**config.mk**
```make
export PLATFORM = sky130hd
export DESIGN_NAME = clpe_ctrl
export DESIGN_NICKNAME = d
export VERILOG_FILES = /design/src/rtl/clpe_pkg.sv /design/src/rtl/clpe_ctrl.sv
export SDC_FILE = /design/constraint.sdc
export NUM_CORES = 1
export LEC_CHECK = 0
export BUFFER_PORTS_ARGS = -buffer_cell sky130_fd_sc_hd__buf_2
export CAP_MARGIN = 20
export CELL_PAD_IN_SITES_DETAIL_PLACEMENT = 0
export CELL_PAD_IN_SITES_GLOBAL_PLACEMENT = 1
export CORE_MARGIN = 2
export CORE_UTILIZATION = 38
export DETAILED_ROUTE_END_ITERATION = 10
export GPL_TIMING_DRIVEN = 0
export PLACE_DENSITY = 0.73
export REMOVE_ABC_BUFFERS = 1
export SYNTH_ARGS = -nofsm -noshare
export SYNTH_HDL_FRONTEND = slang
export SYNTH_SLANG_ARGS = --single-unit
```
**constraint.sdc**
```tcl
create_clock -name clock -period 3.5 [get_ports clock]
set_clock_uncertainty 0.1 [all_clocks]
set_input_delay 0.35 -clock clock [delete_from_list [all_inputs] [get_ports clock]]
set_output_delay 0.35 -clock clock [all_outputs]
set_load 0.02 [all_outputs]
```
**src/rtl/clpe_pkg.sv**
```systemverilog
// ----------------------------------------------------------------------------
// Pair energy engine package
// Shared payload types, command and status codes, sequencer operations and
// the control and status bundles between the controller and the datapath.
// ----------------------------------------------------------------------------
package clpe_pkg;

   localparam logic [1:0] CMD_LOAD  = 2'd0;
   localparam logic [1:0] CMD_PAIR  = 2'd1;
   localparam logic [1:0] CMD_CLOSE = 2'd2;
   localparam logic [1:0] CMD_NONE  = 2'd3;

   localparam logic [1:0] STAT_OK        = 2'd0;
   localparam logic [1:0] STAT_ZERO_DIST = 2'd1;
   localparam logic [1:0] STAT_NEG_EPS   = 2'd2;
   localparam logic [1:0] STAT_SAT       = 2'd3;

   // 332.063711 in Q.16, rounded.
   localparam logic [24:0] COULOMB_Q16 = 25'd21762127;
   localparam logic [63:0] COUL_CAP    = 64'h2000_0000_0000_0000;
   localparam logic [63:0] LJ_CAP      = 64'h4000_0000_0000_0000;
   localparam logic signed [47:0] E_MAX = 48'sh7FFF_FFFF_FFFF;
   localparam logic signed [47:0] E_MIN = 48'sh8000_0000_0000;

   typedef struct packed {
      logic [1:0]         command;
      logic signed [31:0] pos_x;
      logic signed [31:0] pos_y;
      logic signed [31:0] pos_z;
      logic signed [15:0] charge;
      logic signed [15:0] well_depth;
      logic [15:0]        half_rmin;
   } req_item_type;

   typedef struct packed {
      logic signed [47:0] pair_energy;
      logic signed [47:0] running_total;
      logic               total_closed;
      logic [1:0]         status;
   } rsp_item_type;

   typedef enum logic [3:0] {
      OP_SQX, OP_SQY, OP_SQZ, OP_COULMUL, OP_COULDIV, OP_SQRT, OP_RSQ,
      OP_TDIV, OP_T2, OP_R6, OP_R12, OP_LJ, OP_FINAL
   } op_type;

   typedef enum logic [1:0] {CS_IDLE, CS_START, CS_WAIT} ctrl_state_type;

   typedef struct packed {
      logic   capture;
      op_type op;
      logic   start;
      logic   finish;
   } dp_cmd_type;

   typedef struct packed {
      logic req_is_pair;
      logic unit_done;
      logic zero_dist;
      logic dist_big;
      logic eps_pos;
      logic ratio_big;
      logic out_free;
   } dp_stat_type;

endpackage

```
**src/rtl/clpe_ctrl.sv**
```systemverilog
// ----------------------------------------------------------------------------
// Pair energy sequencer
// Walks the operation list for one pair, skips operations that cannot change
// the result and waits on the shared arithmetic units.
// ----------------------------------------------------------------------------
module clpe_ctrl (
   input  logic                 clock,
   input  logic                 reset,
   input  logic                 req_valid,
   output logic                 req_ready,
   input  clpe_pkg::dp_stat_type stat,
   output clpe_pkg::dp_cmd_type  cmd
);

   clpe_pkg::ctrl_state_type state_ff, state_in;
   clpe_pkg::op_type         op_ff, op_in;
   logic                     skip;
   clpe_pkg::op_type         succ;

   always_comb begin
      unique case (op_ff)
         clpe_pkg::OP_SQX:     succ = clpe_pkg::OP_SQY;
         clpe_pkg::OP_SQY:     succ = clpe_pkg::OP_SQZ;
         clpe_pkg::OP_SQZ:     succ = clpe_pkg::OP_COULMUL;
         clpe_pkg::OP_COULMUL: succ = clpe_pkg::OP_COULDIV;
         clpe_pkg::OP_COULDIV: succ = clpe_pkg::OP_SQRT;
         clpe_pkg::OP_SQRT:    succ = clpe_pkg::OP_RSQ;
         clpe_pkg::OP_RSQ:     succ = clpe_pkg::OP_TDIV;
         clpe_pkg::OP_TDIV:    succ = clpe_pkg::OP_T2;
         clpe_pkg::OP_T2:      succ = clpe_pkg::OP_R6;
         clpe_pkg::OP_R6:      succ = clpe_pkg::OP_R12;
         clpe_pkg::OP_R12:     succ = clpe_pkg::OP_LJ;
         default:              succ = clpe_pkg::OP_FINAL;
      endcase

      // An operation is skipped when its result cannot reach the output.
      unique case (op_ff)
         clpe_pkg::OP_COULMUL: skip = stat.zero_dist;
         clpe_pkg::OP_COULDIV: skip = stat.zero_dist | stat.dist_big;
         clpe_pkg::OP_SQRT,
         clpe_pkg::OP_RSQ:     skip = stat.zero_dist | ~stat.eps_pos;
         clpe_pkg::OP_TDIV:    skip = stat.zero_dist | ~stat.eps_pos | stat.dist_big;
         clpe_pkg::OP_T2,
         clpe_pkg::OP_R6,
         clpe_pkg::OP_R12,
         clpe_pkg::OP_LJ:      skip = stat.zero_dist | ~stat.eps_pos | stat.ratio_big;
         default:              skip = 1'b0;
      endcase
   end

   always_comb begin
      state_in    = state_ff;
      op_in       = op_ff;
      cmd.capture = 1'b0;
      cmd.op      = op_ff;
      cmd.start   = 1'b0;
      cmd.finish  = 1'b0;
      req_ready   = 1'b0;
      unique case (state_ff)
         clpe_pkg::CS_IDLE: begin
            req_ready = 1'b1;
            if (req_valid) begin
               cmd.capture = 1'b1;
               if (stat.req_is_pair) begin
                  op_in    = clpe_pkg::OP_SQX;
                  state_in = clpe_pkg::CS_START;
               end
            end
         end
         clpe_pkg::CS_START: begin
            priority if (skip) begin
               op_in = succ;
            end else if (op_ff == clpe_pkg::OP_FINAL) begin
               if (stat.out_free) begin
                  cmd.finish = 1'b1;
                  state_in   = clpe_pkg::CS_IDLE;
               end
            end else begin
               cmd.start = 1'b1;
               state_in  = clpe_pkg::CS_WAIT;
            end
         end
         clpe_pkg::CS_WAIT: begin
            if (stat.unit_done) begin
               op_in    = succ;
               state_in = clpe_pkg::CS_START;
            end
         end
         default: state_in = clpe_pkg::CS_IDLE;
      endcase
   end

   always_ff @(posedge clock) begin
      if (reset) begin
         state_ff <= clpe_pkg::CS_IDLE;
         op_ff    <= clpe_pkg::OP_SQX;
      end else begin
         state_ff <= state_in;
         op_ff    <= op_in;
      end
   end

endmodule

```
# After elaboration in Yosys (flattened, before gate mapping)
# Memories as Yosys holds them, arrays and structs flattened. A register that Yosys moved wholly into a read port is not among the register bits.
# Index checks and enable logic that the tools add are counted.
# totals
romBits	64
in_bits	10
reg_bits	6
mem_count	1
# op_classes
reduce_logical	6
n_mux	23
eq_ne	18
bitwise	5
# memory_table
name	words	width	rd	rd_clocked_by_memory_dff	write_ports	line	text
(no name shown)	16	4	1	1	0	clpe_ctrl.sv:21	unique case (op_ff)
# op_table
operator	count
$mux 4	6
$eq 4x4->1 const B	5
$eq 4x3->1 const B	4
$mux 2	8
$pmux 4 s3	1
$ne 2x2->1 const B	5
$reduce_and 5->1	2
$mux 1	6
$pmux 2 s3	1
$pmux 1 s5	1
$eq 4x2->1 const B	1
$or 1x1->1	4
$reduce_or 4->1	1
$ne 3x3->1 const B	1
$reduce_bool 3->1	1
$eq 2x1->1 const B	1
$eq 2x2->1 const B	1
$logic_not 2->1	1
$reduce_or 2->1	1
$not 1->1	1

# Longest topological paths before layout
# depth
depth_word	8
depth_mapped	9
depth_no_buf	9

# Worst setup path before layout
# Ideal clock, no wire load.
# synth_path
path_type	register -> register
startpoint	register state_ff[0]
endpoint	register, netlist name succ[1]
required_ns	3.284
arrival_ns	2.365
setup_slack_ns	0.919
n_path_buf	0
setup_ns	0.116
period_less_slack_ns	2.581
stages_incl_launch_ff	10
path_cell_list	dfxtp_1 > inv_1 > ha_1 > a221oi_1 > nand2_1 > mux2i_1 > nor2_1 > ha_1 > and2_0 > a31o_2
# synth_between
elab_chain_cells	5
elab_cells_between_ends	12
cone_classes	eq/ne: 6; mux: 3; reduce/logical: 3
# synth_lines
element	line	text
from (decl)	clpe_ctrl.sv:15	clpe_pkg::ctrl_state_type state_ff, state_in;
from (signal assigned)	clpe_ctrl.sv:95	state_ff <= clpe_pkg::CS_IDLE;
from (signal assigned)	clpe_ctrl.sv:98	state_ff <= state_in;
$eq 2x1->1 (tied with other cells)	clpe_ctrl.sv:59	unique case (state_ff)
$ne 2x2->1 (no source line) / $reduce_bool 3->1 (equally long branches)	--	
$reduce_and 5->1 (no source line)	--	
$mux 4 (no source line) (*) (2 in a row)	--	
# Every way passes the cells marked *; elsewhere a longest branch is shown, timed or not.
# A chain may end at the register's enable or synchronous reset.

# Worst setup path after layout
# layout_path
startpoint	register state_ff[0]
endpoint	register, netlist name succ[1]
# layout_between
elab_chain_cells	5
elab_cells_between_ends	12
cone_classes	eq/ne: 6; mux: 3; reduce/logical: 3
# layout_lines
element	line
$eq 2x1->1 (tied with other cells)	clpe_ctrl.sv:59
$ne 2x2->1 (no source line) / $reduce_bool 3->1 (equally long branches)	--
$reduce_and 5->1 (no source line)	--
$mux 4 (no source line) (*) (2 in a row)	--
# Marked as above.

==> impl_metrics.tcl <==
set metrics [dict create \
    critPathLaunch "state_ff[0]" \
    arrival_ns 2.82 \
    synthDistinctLibCells 39 \
    core_um2 1780 \
    syn_avg_cell_area_um2 9.75 \
    grt_usage 0.155 \
    gp_congestion 0.733 \
    cts_setup_buffers 0 \
    n_antenna_cell 0 \
    finalMaxSlewViolations 0 \
    cpPeakStageDelay_ns 0.66 \
    endpoint_kind "register" \
    synth_enable_flop_cells 0 \
    r2r_end "succ[1]" \
    instances_no_fill 121 \
    maxSlewHeadroom 0.520 \
    grt_max_degree 15 \
    grt_overflow_total 0 \
    netlist.area_leader.share 0.270 \
    vias 610 \
    die_h_um 48.2 \
    portBuffers 17 \
    slowest_stage "a221oi_1" \
    wirelength_um 1450 \
    rows 15 \
    crit_family "compound AO/OA/AOI/OAI gates" \
    fmax_ghz 0.363 \
    dr.first_iter.drc_count 4 \
    synth_async_sr_flop_share 0 \
    powerDensity_nw_per_um2 578 \
    final_layout_size_suffix_gt1_frac 0.385 \
    io_pins 18 \
    r2r_start "state_ff[0]" \
    synth-seq-cells 10 \
    crit_type "reg -> reg" \
    peakVddDrop_mv 0.346 \
    place_worst_setup_slack_ns 0.700 \
    viasPerCell 5.04 \
    synth_top_area_cell "dfxtp_1" \
    numCtsBuffers 3 \
    status "complete, no violations" \
    cts_root_buf "clkbuf_4" \
    final.min_clock_period_ns 2.76 \
    nets 113 \
    placed_cells 117 \
    worst_r2r_path_depth 9 \
    synthTopCellsByArea "dfxtp_1 (27%), ha_1 (10%), nand2_1 (4.6%), a2111oi_4 (3.7%), nor4b_4 (3.2%)" \
    r2r_slack_ns 0.74 \
    hpwl_um 1170 \
    synthFlopType "dfxtp_1" \
    cts_tree "built" \
    netlist_area_um2 741 \
    cts_max_level 1 \
    netlist_instances 76 \
    fillers 181 \
    path_max_fanout 6 \
    antenna_found_initial 0 \
    start_kind "register" \
    cp_common_cell "ha_1" \
    setup_tns_ns 0 \
    ctsHoldBuffers 0 \
    cts_max_path_buffers 2 \
    cp_num_buf_inv 1 \
    die_area_um2 2320 \
    grt_pass1_wl_um 2490 \
    required_ns 3.56 \
    worstMarginPinSlew_ns 0.721 \
    clkTransAtPathRegs_ns 0.07 \
    setup_viol 0 \
    synthTopCellsByCount "dfxtp_1 (10), nand2_1 (9), ha_1 (6)" \
    drt_first_pass_iters 4 \
    drc 0 \
    min_path_type "in -> reg" \
    area_delta_synth_final_pct 20.1 \
    maxCapViolCount 0 \
    synth_most_common_cell "dfxtp_1" \
    grt_pass1_vias 581 \
    cp_cell_sequence "inv_1 -> ha_1 -> a221oi_1 -> nand2_1 -> mux2i_1 -> nor2_1 -> ha_1 -> and2_0 -> a31o_2" \
    hold_depth 2 \
    ys_warn_count 0 \
    yosysSeqAreaShare 0.270 \
    clk_latency_ns 0.26 \
    fin_ws_ns 0.743 \
    drtAntennaViolNets 0 \
    start_util 0.415 \
    cts_sinks 10 \
    p_leak_nw 0.418 \
    cts.repair.resized 0 \
    hold_start "reset" \
    grt_setup_unrepaired "false" \
    min_to "op_ff[0]" \
    finalHoldViolations 0 \
    period_share 0.788 \
    avgRoutedWirePerCell_um 12.0 \
    die_w_um 48.2 \
]
[placed cells by master (no fill, tap or decap), types with 2 or more instances in the layout]
cell type  instances
and2_1             2
o31ai_1            2
nor2_1             5
dfxtp_1           10
nand2b_1           3
inv_1              5
clkbuf_4           3
nand2_1            9
ha_1               6
buf_2             17
a21oi_1            3
o21ai_0            2
[sequential cells by signal, indices dropped and copies added, names as in the netlist]
| register | flops |
|---|---|
| op_ff | 4 |
| state_ff | 2 |
| succ | 4 |
[per-layer routing]
layer / up-vias / global-route usage / routed length, um
met5: - / 0 / 0
met4: 0 / 0.0811 / 12
met3: 2 / 0.0222 / 62
met2: 12 / 0.239 / 707
met1: 274 / 0.209 / 670
li1: 322 / - / -
[area by class of cell]
| type | count | area (um2) | area share |
|---|---|---|---|
| repair buffers | 17 | 85.1 | 0.0956 |
| flip-flops and latches | 10 | 200 | 0.225 |
| clock buffers | 4 | 36.3 | 0.0408 |
| inverters | 5 | 18.8 | 0.0211 |
| well taps | 25 | 31.3 | 0.0352 |
| multi-input cells | 60 | 518 | 0.582 |
[worst register-to-register path: cells and delay by family (launching register included)]
kind                       cells  cell delay (ns)
AOI/OAI and AO/OA              2             0.86
adders and majority gates      2             0.57
buffers and inverters          1             0.09
DFF                            1             0.36
muxes                          1             0.28
and+or+nand+nor                3             0.41
[power by group]
group / internal, mW / switching [mW] / leakage (nW)
Combinational: 0.108 / 0.154 / 0.315
Sequential: 0.135 / 0.0167 / 0.0811
Clock: 0.0631 / 0.0387 / 0.0210
Total: 0.305 / 0.209 / 0.418
[worst max-delay path by stage]
stage	end	slack [ns]	depth (start not counted)
final	succ[1]	0.74	9
after global routing	succ[1]	0.46	9
after CTS	succ[1]	0.70	9
after detailed placement	succ[1]	0.70	9
after global placement	succ[1]	0.74	9
after floorplan	succ[1]	0.93	9
[metrics by stage]
step,cell area (um2),power (mW),utilization,hold WS [ns]
final,890,0.514,0.499,0.339
after global routing,890,0.565,0.499,0.368
after CTS,890,0.521,0.499,0.327
after detailed placement,853,0.417,0.479,0.430
after global placement,853,0.415,0.479,0.435
after floorplan,737,0.355,-,0.319
[kinds of logic after synthesis]
logic type               share of synthesized area
adder cells (fa/ha/maj)                      0.101
AND/OR/NAND/NOR                              0.272
flip-flops                                   0.270
buffers and inverters                       0.0304
multiplexers                                0.0338
AO/OA/AOI/OAI                                0.292
No activity file was read; power rests on OpenSTA's default activity.
